<file path="config.mk">
export PLATFORM = sky130hd
export DESIGN_NAME = zero_crossing_period_finder_core
export DESIGN_NICKNAME = d
export VERILOG_FILES = /design/src/rtl/zcpf_pkg.sv /design/src/rtl/zero_crossing_period_finder_core.sv
export SDC_FILE = /design/constraint.sdc
export NUM_CORES = 1
export LEC_CHECK = 0
export ABC_CLOCK_PERIOD_IN_PS = 3600
export BUFFER_PORTS_ARGS = -buffer_cell sky130_fd_sc_hd__buf_2
export CAP_MARGIN = 15
export CORE_UTILIZATION = 50
export CTS_BUF_LIST = sky130_fd_sc_hd__clkbuf_16
export CTS_CLUSTER_DIAMETER = 60
export DETAILED_ROUTE_END_ITERATION = 12
export HOLD_SLACK_MARGIN = 0.1
export PLACE_DENSITY = 0.68
export SLEW_MARGIN = 5
export SYNTH_ARGS = -nofsm -noshare
export SYNTH_HDL_FRONTEND = slang
export SYNTH_SLANG_ARGS = --single-unit
</file>
<file path="constraint.sdc">
create_clock -name aclk -period 3.6 [get_ports aclk]
set_input_delay 0.54 -clock aclk [delete_from_list [all_inputs] [get_ports aclk]]
set_output_delay 0.54 -clock aclk [all_outputs]
set_load 0.005 [all_outputs]
</file>
<file path="src/rtl/zcpf_pkg.sv">
`default_nettype none
// ----------------------------------------------------------------------------
// zcpf_pkg
// Shared widths, default parameter values and sequencer states for the
// zero-crossing period finder.
// ----------------------------------------------------------------------------
package zcpf_pkg;

    // Fixed port widths
    localparam int SAMPLE_W = 16;
    localparam int PERIOD_W = 32;

    // Default parameter values
    localparam int SAMPLE_BITS_DEF = 16;
    localparam int FRAC_BITS_DEF   = 16;
    localparam int COUNT_BITS_DEF  = 16;

    // Sequencer states
    typedef enum logic [1:0] {
        ST_IDLE,
        ST_DIV,
        ST_DONE
    } zcpf_state_t;

endpackage : zcpf_pkg
`default_nettype wire

</file>
<file path="src/rtl/zero_crossing_period_finder_core.sv">
`default_nettype none
// ----------------------------------------------------------------------------
// zero_crossing_period_finder_core
// Upward zero-crossing period finder with linearly interpolated crossings.
// ----------------------------------------------------------------------------
// Usage:
//   s_valid/s_ready/s_sample take one signed sample per transaction.
//   m_valid/m_ready/m_period/m_saturated return the time between two upward
//   crossings in unsigned fixed point with FRAC_BITS fractional bits.
//   A sample that does not complete an upward crossing leaves the block idle,
//   and it is ready again on the next cycle. A crossing sample runs the
//   crossing fraction through a restoring divider in ST_DIV, one quotient
//   bit per step, then ST_DONE forms the period. No new sample is taken
//   until the sequencer is back in ST_IDLE.
//   The first crossing after reset only sets the reference and gives no
//   result. A count overflow yields period all ones with m_saturated set.
//   The output register holds a finished result while the receiver stalls;
//   new samples are still taken meanwhile, but the next crossing waits in
//   its final cycle until the held result is taken.
//   aresetn is synchronous, active low, and clears all tracking state.
// ----------------------------------------------------------------------------
module zero_crossing_period_finder_core
    import zcpf_pkg::*;
#(
    parameter int SAMPLE_BITS = SAMPLE_BITS_DEF,
    parameter int FRAC_BITS   = FRAC_BITS_DEF,
    parameter int COUNT_BITS  = COUNT_BITS_DEF
) (
    input  wire logic                       aclk,
    input  wire logic                       aresetn,
    input  wire logic                       s_valid,
    output logic                            s_ready,
    input  wire logic signed [SAMPLE_W-1:0] s_sample,
    output logic                            m_valid,
    input  wire logic                       m_ready,
    output logic             [PERIOD_W-1:0] m_period,
    output logic                            m_saturated
);

    localparam int ITER_W = $clog2(FRAC_BITS);
    localparam int DIV_W  = SAMPLE_BITS + 1;
    localparam int TW     = COUNT_BITS + FRAC_BITS + 2;
    localparam int EXT_W  = (TW > PERIOD_W + 1) ? TW : PERIOD_W + 1;

    zcpf_state_t state_reg, state_next;

    logic [SAMPLE_BITS-1:0] prev_reg, prev_next;
    logic                   have_prev_reg, have_prev_next;
    logic [COUNT_BITS-1:0]  count_reg, count_next;
    logic [FRAC_BITS-1:0]   last_frac_reg, last_frac_next;
    logic                   have_ref_reg, have_ref_next;
    logic                   ovf_reg, ovf_next;

    logic [DIV_W-1:0]       rem_reg, rem_next;
    logic [DIV_W-1:0]       den_reg, den_next;
    logic [FRAC_BITS-1:0]   quo_reg, quo_next;
    logic [ITER_W-1:0]      iter_reg, iter_next;

    logic                   m_valid_reg, m_valid_next;
    logic [PERIOD_W-1:0]    m_period_reg, m_period_next;
    logic                   m_saturated_reg, m_saturated_next;

    logic [SAMPLE_BITS-1:0] cur;
    logic                   crossing;
    logic [SAMPLE_BITS-1:0] mag;
    logic [DIV_W-1:0]       rem_shift;
    logic [EXT_W-1:0]       t_ext;
    logic                   out_free;

    // Bring the port sample to the working width
    generate
        if (SAMPLE_BITS <= SAMPLE_W) begin : g_trunc
            assign cur = s_sample[SAMPLE_BITS-1:0];
        end else begin : g_zext
            assign cur = {{(SAMPLE_BITS - SAMPLE_W){1'b0}}, s_sample};
        end
    endgenerate

    // Previous below zero, current above zero
    assign crossing = have_prev_reg && prev_reg[SAMPLE_BITS-1]
                      && !cur[SAMPLE_BITS-1] && (cur != '0);
    assign mag      = -prev_reg;

    // Shared divider step and period sum
    assign rem_shift = {rem_reg[DIV_W-2:0], 1'b0};
    assign t_ext     = ({{(EXT_W - COUNT_BITS){1'b0}}, count_reg} << FRAC_BITS)
                       + {{(EXT_W - FRAC_BITS){1'b0}}, quo_reg}
                       - {{(EXT_W - FRAC_BITS){1'b0}}, last_frac_reg};
    assign out_free  = !m_valid_reg || m_ready;

    assign s_ready     = (state_reg == ST_IDLE);
    assign m_valid     = m_valid_reg;
    assign m_period    = m_period_reg;
    assign m_saturated = m_saturated_reg;

    // State registers
    always_ff @(posedge aclk) begin
        if (!aresetn) begin
            state_reg     <= ST_IDLE;
            prev_reg      <= '0;
            have_prev_reg <= 1'b0;
            count_reg     <= '0;
            last_frac_reg <= '0;
            have_ref_reg  <= 1'b0;
            ovf_reg       <= 1'b0;
            m_valid_reg   <= 1'b0;
        end else begin
            state_reg     <= state_next;
            prev_reg      <= prev_next;
            have_prev_reg <= have_prev_next;
            count_reg     <= count_next;
            last_frac_reg <= last_frac_next;
            have_ref_reg  <= have_ref_next;
            ovf_reg       <= ovf_next;
            m_valid_reg   <= m_valid_next;
        end
    end

    // Datapath registers
    always_ff @(posedge aclk) begin
        rem_reg         <= rem_next;
        den_reg         <= den_next;
        quo_reg         <= quo_next;
        iter_reg        <= iter_next;
        m_period_reg    <= m_period_next;
        m_saturated_reg <= m_saturated_next;
    end

    // Sequencer
    always_comb begin
        state_next       = state_reg;
        prev_next        = prev_reg;
        have_prev_next   = have_prev_reg;
        count_next       = count_reg;
        last_frac_next   = last_frac_reg;
        have_ref_next    = have_ref_reg;
        ovf_next         = ovf_reg;
        rem_next         = rem_reg;
        den_next         = den_reg;
        quo_next         = quo_reg;
        iter_next        = iter_reg;
        m_valid_next     = m_valid_reg;
        m_period_next    = m_period_reg;
        m_saturated_next = m_saturated_reg;

        if (m_valid_reg && m_ready) begin
            m_valid_next = 1'b0;
        end

        unique case (state_reg)
            ST_IDLE: begin
                if (s_valid) begin
                    prev_next      = cur;
                    have_prev_next = 1'b1;
                    if (crossing) begin
                        // Start fraction = mag / (cur + mag)
                        rem_next   = {1'b0, mag};
                        den_next   = {1'b0, cur} + {1'b0, mag};
                        quo_next   = '0;
                        iter_next  = ITER_W'(FRAC_BITS - 1);
                        state_next = ST_DIV;
                    end else if (have_prev_reg) begin
                        if (count_reg == '1) begin
                            ovf_next = 1'b1;
                        end else begin
                            count_next = count_reg + 1'b1;
                        end
                    end
                end
            end
            ST_DIV: begin
                // One quotient bit per cycle
                if (rem_shift >= den_reg) begin
                    rem_next = rem_shift - den_reg;
                    quo_next = {quo_reg[FRAC_BITS-2:0], 1'b1};
                end else begin
                    rem_next = rem_shift;
                    quo_next = {quo_reg[FRAC_BITS-2:0], 1'b0};
                end
                if (iter_reg == '0) begin
                    state_next = ST_DONE;
                end else begin
                    iter_next = iter_reg - 1'b1;
                end
            end
            ST_DONE: begin
                if (!have_ref_reg || out_free) begin
                    if (have_ref_reg) begin
                        m_valid_next = 1'b1;
                        priority if (ovf_reg) begin
                            m_period_next    = '1;
                            m_saturated_next = 1'b1;
                        end else if (t_ext[EXT_W-1]) begin
                            m_period_next    = '0;
                            m_saturated_next = 1'b0;
                        end else if (t_ext[EXT_W-2:PERIOD_W] != '0) begin
                            m_period_next    = '1;
                            m_saturated_next = 1'b1;
                        end else begin
                            m_period_next    = t_ext[PERIOD_W-1:0];
                            m_saturated_next = 1'b0;
                        end
                    end
                    have_ref_next  = 1'b1;
                    last_frac_next = quo_reg;
                    count_next     = COUNT_BITS'(1);
                    ovf_next       = 1'b0;
                    state_next     = ST_IDLE;
                end
            end
            default: begin
                state_next = ST_IDLE;
            end
        endcase
    end

    // Checks
    a_noncross_stays_idle: assert property (@(posedge aclk) disable iff (!aresetn)
        (s_valid && s_ready && !crossing) |=> (state_reg == ST_IDLE))
        else $error("non-crossing sample left the idle state");

    a_result_from_done: assert property (@(posedge aclk) disable iff (!aresetn)
        $rose(m_valid_reg) |-> ($past(state_reg) == ST_DONE))
        else $error("result raised outside the final step");

    a_div_ends: assert property (@(posedge aclk) disable iff (!aresetn)
        (state_reg == ST_DIV && iter_reg == '0) |=> (state_reg == ST_DONE))
        else $error("divider did not finish on its last step");

    a_count_nonzero: assert property (@(posedge aclk) disable iff (!aresetn)
        have_ref_reg |-> (count_reg != '0))
        else $error("sample count is zero with a reference crossing");

endmodule : zero_crossing_period_finder_core
`default_nettype wire

</file>
* Yosys cells after proc, flatten, opt, wreduce, memory -nomap -nowiden
Index checks and enable logic that the tools add are counted.
Word-level totals: logic and storage cells 94, bits of input ports 20, flip-flop bits (word level) 140
Cells by class: add/sub/neg operators 7, order comparisons 1, mux-type cells 37, reductions and logical operators 23, eq/ne operators 12
Operator list (number):
- 2-to-1 mux 16 bit | 10
- case mux 16 bit (2 select lines) | 3
- 2-to-1 mux 32 bit | 2
- subtractor 33 x 16 -> 34 bit | 1
- adder 32 x 16 -> 33 bit | 1
- adder 16 x 16 -> 17 bit | 1
- >= comparator 17 bit | 1
- adder 16 x 1 -> 16 bit, second input constant | 1
- equality test 16 bit, second input constant | 1
- negation 16 bit | 1
- nonzero test 16 bit | 1
- subtractor 16 bit | 1
- 2-to-1 mux 1 bit | 12
- 2-to-1 mux 4 bit | 3
- != test 2 bit, second input constant | 6
- AND reduction 6 bit | 2
- AND reduction 3 bit | 3
- 2-to-1 mux 2 bit | 4
- case mux 4 bit (2 select lines) | 1
- AND reduction 4 bit | 2
- != test 2 x 1 -> 1 bit, second input constant | 3
- case mux 2 bit (3 select lines) | 1
- logical AND 1 bit | 4
- zero test 4 bit | 1
- 9 further kinds | 14

* Depth between registers and ports, before layout
Gate-level depths: netlist of the first run.
depth after elaboration 6, depth in mapped cells 14, mapped depth without buffers 14

* Least setup slack after synthesis of the first run
OpenSTA, ideal clock, no wires.
path type register to register, start point register prev_reg[2], end point register den_reg[14] (data pin), arrival 2.629 ns, required time 3.339 ns, cell stages (with the launch flop) 13, clock period less this slack 2.890 ns, library setup time 0.261 ns, slack 0.710 ns, cell sequence dfxtp_1 nor4_1 nand2b_1 nor4_1 nor2b_1 xnor2_1 ha_1 nand2_1 a21oi_1 o31ai_1 a21boi_0 a41oi_1 xnor2_1
Between the ends: cells in the longest elaborated chain, start to end 2
RTL lines:
- start: declaration | line zero_crossing_period_finder_core.sv:47 | logic [SAMPLE_BITS-1:0] prev_reg, prev_next;
- start signal: assignment | line zero_crossing_period_finder_core.sv:109 | prev_reg <= prev_next;
- negation 16 bit | line zero_crossing_period_finder_core.sv:82 | assign mag = -prev_reg;
- adder 16 x 16 -> 17 bit | line zero_crossing_period_finder_core.sv:158 | den_next = {1'b0, cur} + {1'b0, mag};
- end signal: assignment | line zero_crossing_period_finder_core.sv:122 | den_reg <= den_next;
- end: declaration | line zero_crossing_period_finder_core.sv:55 | logic [DIV_W-1:0] den_reg, den_next;
Every way passes these cells. A chain may end at the register's enable or synchronous reset.

* Worst setup path in the final report of the first run
Ends and elaborated chain as after synthesis.

==> results of run 1 <==
-- per-stage QoR --
stage	util (%)	hold slack, ns	std cells
2_1_floorplan	-	0.443	948
3_3_place_gp	54.7	0.454	1197
3_5_place_dp	54.7	0.460	1197
4_1_cts	58.3	0.396	1229
5_1_grt	58.3	0.402	1229
6_report	58.3	0.402	1229
-- where the power goes --
part	switching [mW]	internal, mW
Sequential	0.0187	1.74
Combinational	0.293	0.212
Clock	0.717	1.10
-- metal layers --
metal  part of all wire (%)  wire length, um  vias to the layer above
li1                       -                -                     3442
met3                    4.6              914                       21
met5                      0                0                        -
met2                     45             8890                      160
met4                    1.1              210                        0
met1                     50             9830                     3217
-- path summary, 6_finish.rpt --
| kind | to | cells after the start |
|---|---|---|
| max | den_reg[14]$_DFFE_PP_ | 12 |
| min | prev_reg[9]$_SDFFE_PN0P_ | 3 |
| min reg2reg | last_frac_reg[9]$_SDFFE_PN0P_ | 2 |
| max reg2reg | den_reg[14]$_DFFE_PP_ | 12 |
-- cells by family after synthesis --
logic type	Yosys count	share of synthesized area, %
and+or+nand+nor	347	19.7
adders and majority gates	60	8.87
DFF	140	42.0
buffers and inverters	99	4.60
AOI/OAI and AO/OA	220	16.4
muxes	11	1.28
xor gates and xnor gates	71	7.14
-- timing repair --
item                                    in CTS  in global routing
gates resized for setup                      0                  1
hold endpoints to repair                     0                  0
endpoints found under the setup margin       0                  2
-- final cells by class --
cell class | instances | area, um^2 | area share, %
multi-input combinational | 709 | 4660 | 47.6
sequential | 140 | 3660 | 37.4
clock buffer | 19 | 475 | 4.85
timing repair buffer | 67 | 368 | 3.75
tap | 220 | 275 | 2.81
inverter | 61 | 229 | 2.33
clock inverter | 13 | 131 | 1.34
-- critical path: stages, from the launching register on --
cell and delay [ns]:
dfxtp_1 0.35, nor4_1 0.40, nand2b_1 0.18, nor3_1 0.36, xnor2_1 0.21, ha_1 0.34, and2_1 0.16, nand2_1 0.06
a21oi_1 0.12, o31ai_1 0.10, a21boi_0 0.35, a41oi_1 0.21, xnor2_1 0.16
-- synthesized netlist by cell type, types with 6 or more instances --
| master | count | share of area, % |
|---|---|---|
| clkbuf_1 | 28 | 1.2 |
| nand4_1 | 11 | 0.79 |
| mux2i_1 | 10 | 1.1 |
| and2_1 | 19 | 1.4 |
| or4_1 | 8 | 0.69 |
| or3_1 | 12 | 0.86 |
| nand2b_1 | 24 | 1.7 |
| nor3_1 | 13 | 0.75 |
| o211ai_1 | 7 | 0.60 |
| nor4_1 | 10 | 0.72 |
| nor2_1 | 54 | 2.3 |
| a21o_1 | 22 | 1.9 |
| edfxtp_1 | 86 | 30 |
| a21oi_1 | 42 | 2.4 |
| inv_1 | 61 | 2.6 |
| dfxtp_1 | 54 | 12 |
| nand3_1 | 12 | 0.69 |
| o21a_1 | 15 | 1.3 |
| o21ai_0 | 57 | 3.3 |
| xor2_1 | 29 | 2.9 |
| a21boi_0 | 38 | 3.3 |
| o31ai_1 | 6 | 0.52 |
| ha_1 | 57 | 8.2 |
| nand2_1 | 141 | 6.1 |
| nor2b_1 | 14 | 1.0 |
| xnor2_1 | 42 | 4.2 |
==> results, run 1 <==
- The launch instance of the worst min-delay path is s_sample[9].
- After detailed routing, the number of vias per cell comes to 5.57.
- The number of DRC violations after detailed routing is 0.
- The H-tree was split into 4 levels.
- The post-route minimum period is 3.25 ns.
- Of all flip-flops after synthesis, the portion carrying an async set or reset was 0%.
- The first global-routing pass estimated 32.7 mm of wire.
- The die covers 18000 um^2.
- Setup violations remaining at the end of the flow were counted as 0.
- The number of global-route vias before repair is 6608.
- The floorplan step defined a core boundary enclosing 16800 um^2.
- At the pin with the least slew margin, the transition time is 0.888 ns.
- Of the available clock period, the critical path in the final layout requires 90.2%.
- Of all nets on the critical path, the largest fanout is 5.
- The congestion estimate from routability-driven global placement came to 0.913.
- The total inserted antenna cells is 0.
- Global routing used 33.2% of the available met1 tracks.
- The vertical extent of the die is 134 um.
- The effective utilization at floorplan is 51.8%.
- The CTS tree is built.
- Fill cells in the final layout number 1537.
- In this run the static leakage power is 3.94 nW.
- The design draws 4.09 mW.
- The number of nets with antenna violations after detailed routing is 0.
- The worst hold path belongs to the class in2reg.
- For the worst setup path, the data arrival time is 3.42 ns.
- The most common library cell in the layout ignoring fill and taps is nand2_1.
- In the layout the commonest cells are nand2_1, edfxtp_1, inv_1, o21ai_0, ha_1.
- In this run the critical register-to-register path is launched from prev_reg[2]$_SDFFE_PN0P_.
- The signed area change from the synthesized netlist to the final layout is 12.6%.
- The latest clock arrival within the worst-skew pair is 0.43 ns.
- The standard cell area after detailed placement is 9190 um^2.
- In this run the tool buffered the top-level ports with 54 buffer cells.
- The first routing iteration left 448 violations.
- The clock tree buffer depth is 2.
- The critical path in this run is classified as reg2reg.
- The register with the most flip-flops in the layout has 32 of them.
- The synthesized cell area is 8710 um^2.
- The ratio of total power to cell area is 417 nW/um^2.
- Once the clock tree was built, the setup fixing pass inserted 0 buffers.
- The final layout contains routed wiring with a total length of 19.8 mm.
- The type of destination of the critical path is a flip-flop.
- The floorplan step set the die width to 134 um.
- The yosys synthesis warning count is 0.
- The post-route clock skew is 0.00982 ns.
- The maximum operating frequency is 0.308 GHz.
- The global routing usage summed across all routing layers is 23.1%.
- Timing analysis after detailed placement gives a worst setup slack of 0.335 ns.
- The post-synthesis net count is 1028.
- Setup repair after global routing left no endpoint under its margin.
- The part of the Yosys area used for sequential elements is 42.0%.
- The most used flip-flop cell after synthesis is edfxtp_1.
- The flip-flop and latch count after synthesis is 140.
- Global routing consumed, on the met2 layer, 36.2% of the routing resources.
- Summed over all layers, the global routing overflow is 0.
- The number of standard cells after synthesis is 948.
- The launch point of the worst path is prev_reg[2]$_SDFFE_PN0P_.
- Counting flops with a built-in enable in the synthesized netlist gives 86.
- The netlist uses 59 different library cells.
- The worst max-slew margin expressed relative to the limit is 40.7%.
- The tree built by TritonCTS fans out to 140 sinks.
- The pin count of the biggest net entering global routing is 42.
- The initial antenna violation count came to 0.
- 55 I/O pins were placed.
- The max-slew violation count is 0.
- Once layout is done, the placed cells without fillers occupy 9810 um^2.
- The run finished with clean final reports.
- The initialized floorplan defines 47 standard-cell rows.
- Once detailed placement completed, the half-perimeter wirelength came to 14.4 mm.
- The clock tree root buffer cell is clkbuf_16.
- The worst setup path is launched from a flip-flop.
- After clock tree synthesis, the clock-pin slew on the worst setup and hold paths is 0.06 ns.
- The number of max-cap violations is 0.
- The total CTS buffers is 17.
- The routed layout has 6840 vias.
- The total negative slack is 0 ns.
- The number of buffers inserted for hold repair after clock tree synthesis is 0.
- The setup slack after layout is 0.351 ns.
- In the final layout, the share of cells above drive strength 1 is 11.3%.
- The number of hold-slack violations in the final timing report came to 0.
- In this run the most used layer during global routing was met2.
- The mean instance size in the synthesized netlist is 9.19 um^2.
- The number of optimization iterations in the first detailed-route pass is 6.
- The worst register-to-register path has a setup slack of 0.35 ns.
- Global routing consumed, on the met3 layer, 4.35% of the routing resources.
- In the final routed layout, each cell accounts on average for 16.1 um.
- The final net count is 1076.
- The peak supply drop is 0.369 mV.
- The data required time at the worst endpoint is 3.77 ns.
Power figures use the tool's default switching activity.
==> run 2: changes to the inputs <==
RECOVER_POWER = 50   (was not set)
==> run 2 against run 1 <==
Compared with the run above:
- the run now ends with capacitance limit, slew limit left
- non-clock buffer count stayed put
- global-route usage stayed put
- utilization is 0.22 points lower
- combinational power hardly changed
- count of clock-buffer cells in the layout stayed put
- critical endpoint unchanged
- largest power group unchanged
==> results, run 2 (synthesis gave the netlist of run 1 again) <==
- The min-delay analysis places its worst path in the category in2reg.
- From synthesis to final layout, the design area changed by 12.1%.
- The most used cell along the critical path is xnor2_1.
- The area of the die was 18000 um^2 (unchanged).
- The number of H-tree levels came to 4 (unchanged).
- The slowest library cell on the worst path is nor4_1.
- The total power of the final layout is 4.08 mW (-0.11%).
- The number of flip-flops under the largest register name is 32 (unchanged).
- The post-route core utilization was 58.1% (-0.22 points).
- The final reports fail on capacitance limit, slew limit.
- The ratio of total power to cell area came to 418 nW/um^2 (+0.28%).
- In the layout the commonest cells are nand2_1, edfxtp_1, inv_1, o21ai_0, ha_1.
- The number of cells after detailed placement was 1197 (unchanged).
- The pin count of the biggest net entering global routing came to 42 (unchanged).
- The ratio of final minimum period to clock period came to 90.2% (about the same).
- The sum of buffers and inverters on the critical path is 0 (unchanged).
- The peak supply drop is 0.363 mV (-1.5%).
- The core outline area is 16800 um^2 (unchanged).
- The transition time of the tightest slew-check pin was 1.87 ns (+0.983 ns).
- The total half-perimeter wirelength after legalization and detailed placement is 14.4 mm (unchanged).
- The total CTS buffers was 17 (unchanged).
- The post-route minimum period was 3.25 ns (-0.000812 ns).
- The latest clock arrival within the worst-skew pair is 0.43 ns (about the same).
- The count of buffers from port buffering is 54 (unchanged).
- The number of max-cap violations came to 1 (+1).
- The effective utilization at floorplan is 51.8% (unchanged).
- The number of vias per cell is 5.57 (+0.10%).
- On the critical path the largest part of the delay comes from simple AND/OR/NAND/NOR gates.
- The count of final setup violators was 0 (unchanged).
- The met3 wirelength from detailed routing is 837 um (-8.4%).
- The total inserted antenna cells is 0 (unchanged).
- The clock-pin slew of the registers on the worst-case setup and hold paths is 0.06 ns (about the same).
- The leakage power is 3.87 nW (-1.7%).
- The vertical extent of the die is 134 um (unchanged).
- The max-slew violation count is 34 (+34).
- The number of global-route vias before repair was 6608 (unchanged).
- The final net count came to 1076 (unchanged).
- The arrival time of the worst setup path was 3.42 ns (about the same).
- The post-route clock skew came to 0.00927 ns (-0.000549 ns).
- The worst setup path is captured at a flip-flop.
- The run finished, with violations left.
- The non-filler instance count after layout is 1229 (unchanged).
- The total net switching power came to 1.02 mW (-0.38%).
- The sequential share of power came to 43.2% (about the same).
- The boundary pin count was 55 (unchanged).
- The overall overflow remaining after global route is 0 (unchanged).
- The internal cell power is 3.06 mW (about the same).
- The number of DRC violations after detailed routing is 0 (unchanged).
- The global routing usage summed across all routing layers came to 23.1% (unchanged).
- The critical path is of the reg2reg type.
- The maximum operating frequency is 0.308 GHz (about the same).
- The worst setup path is launched from a flip-flop.
- The most common library cell in the layout ignoring fill and taps is nand2_1.
- The total wirelength of the detailed-routed design was 19.8 mm (-0.12%).
- The met2 wire length is 8.91 mm (+0.28%).
- The number of nets with antenna violations after detailed routing is 0 (unchanged).
- In this run the clock root is driven by a clkbuf_16.
- In this run the top signal layer used is met4.
- The delay of the slowest critical-path stage is 0.40 ns (about the same).
- The clock share of power is 44.5% (about the same).
- The placer's final routability congestion estimate is 0.913 (unchanged).
- The total vias in the final route is 6847 (+0.10%).
- The clock tree buffer depth is 2 (unchanged).
- The routed wirelength normalized by instance count is 16.1 um (-0.12%).
- The number of hold-slack violations in the final timing report is 0 (unchanged).
- The maximum fanout count along the critical path is 5 (unchanged).
- The initial antenna violation count is 0 (unchanged).
- The worst max-slew margin expressed relative to the limit was -24.7% (-65 points).
- The first-pass GRT wire length is 32.7 mm (unchanged).
- The wire length the detailed router placed on met1 is 9.89 mm (+0.57%).
- The number of optimization iterations in the first detailed-route pass is 5 (-1).
- The post-route cell area was 9770 um^2 (-0.38%).
- The total negative slack is 0 ns (unchanged).
- The combinational cell fraction of total power is 12.4% (about the same).
- Setup repair after global routing left no endpoint under its margin.
- The count of routing violations after the opening detailed-route iteration is 463 (+3.3%).
- The share of cells above drive strength 1 is 9.32% (-2.0 points).
- The number of buffers inserted for hold repair after clock tree synthesis was 0 (unchanged).
- The standard cell area after detailed placement came to 9190 um^2 (unchanged).
- The sink count of the clock tree is 140 (unchanged).
- The data required time at the worst endpoint is 3.77 ns (about the same).
- The switching share of power is 25.1% (-0.070 points).
- The critical path goes through nor4_1 > nand2b_1 > nor3_1 > xnor2_1 > ha_1 > and2_1 > nand2_1 > a21oi_1 > o31ai_1 > a21boi_0 > a41oi_1 > xnor2_1.
- The CTS tree is built.
- The placement row count was 47 (unchanged).
- The horizontal die dimension is 134 um (unchanged).
[run 2: metrics by stage]
step	hold WS [ns]	setup slack, ns
after global routing	0.402	0.0104
final	0.401	0.352
after floorplan	0.443	0.710
after global placement	0.454	0.402
after detailed placement	0.460	0.335
after CTS	0.396	0.297
[run 2: worst register-to-register path, stage by stage (launching register included)]
cell      delay [ns]
dfxtp_1         0.35
nor4_1          0.40
nand2b_1        0.18
nor3_1          0.36
xnor2_1         0.21
ha_1            0.34
and2_1          0.16
nand2_1         0.06
a21oi_1         0.12
o31ai_1         0.10
a21boi_0        0.35
a41oi_1         0.21
xnor2_1         0.16
[run 2: final cells by class]
class,count,area (um^2)
Tap cell,220,275
Clock buffer,19,475
Inverter,61,229
Clock inverter,13,131
Timing Repair Buffer,67,330
Fill cell,1541,7050
Multi-Input combinational cell,709,4660
Sequential cell,140,3660
[run 2: power by group through the flow]
stage,Combinational (mW),Clock [mW],Sequential (mW)
after floorplan,0.380,0,1.79
after global placement,0.492,0,1.80
after detailed placement,0.496,0,1.80
after CTS,0.503,1.83,1.76
after global routing,0.567,1.90,1.76
final,0.504,1.82,1.76
[run 2: per-layer routing]
metal,vias to the layer above,GRT usage [%]
met4,0,5.18
met3,17,4.35
li1,3436,-
met1,3260,33.2
met5,-,0
met2,134,36.2
[run 2: path summary, 6_finish.rpt]
kind | startpoint | endpoint | slack [ns] | cells past startpoint
max | prev_reg[2]$_SDFFE_PN0P_ | den_reg[14]$_DFFE_PP_ | 0.35 | 12
min | s_sample[3] | prev_reg[3]$_SDFFE_PN0P_ | 0.40 | 3
max reg2reg | prev_reg[2]$_SDFFE_PN0P_ | den_reg[14]$_DFFE_PP_ | 0.35 | 12
min reg2reg | last_frac_reg[9]$_SDFFE_PN0P_ | last_frac_reg[9]$_SDFFE_PN0P_ | 0.46 | 2
[run 2: what timing repair did]
item	in CTS	in global routing
resized for setup	0	1
buffers inserted	0	0
setup endpoints to repair	0	2
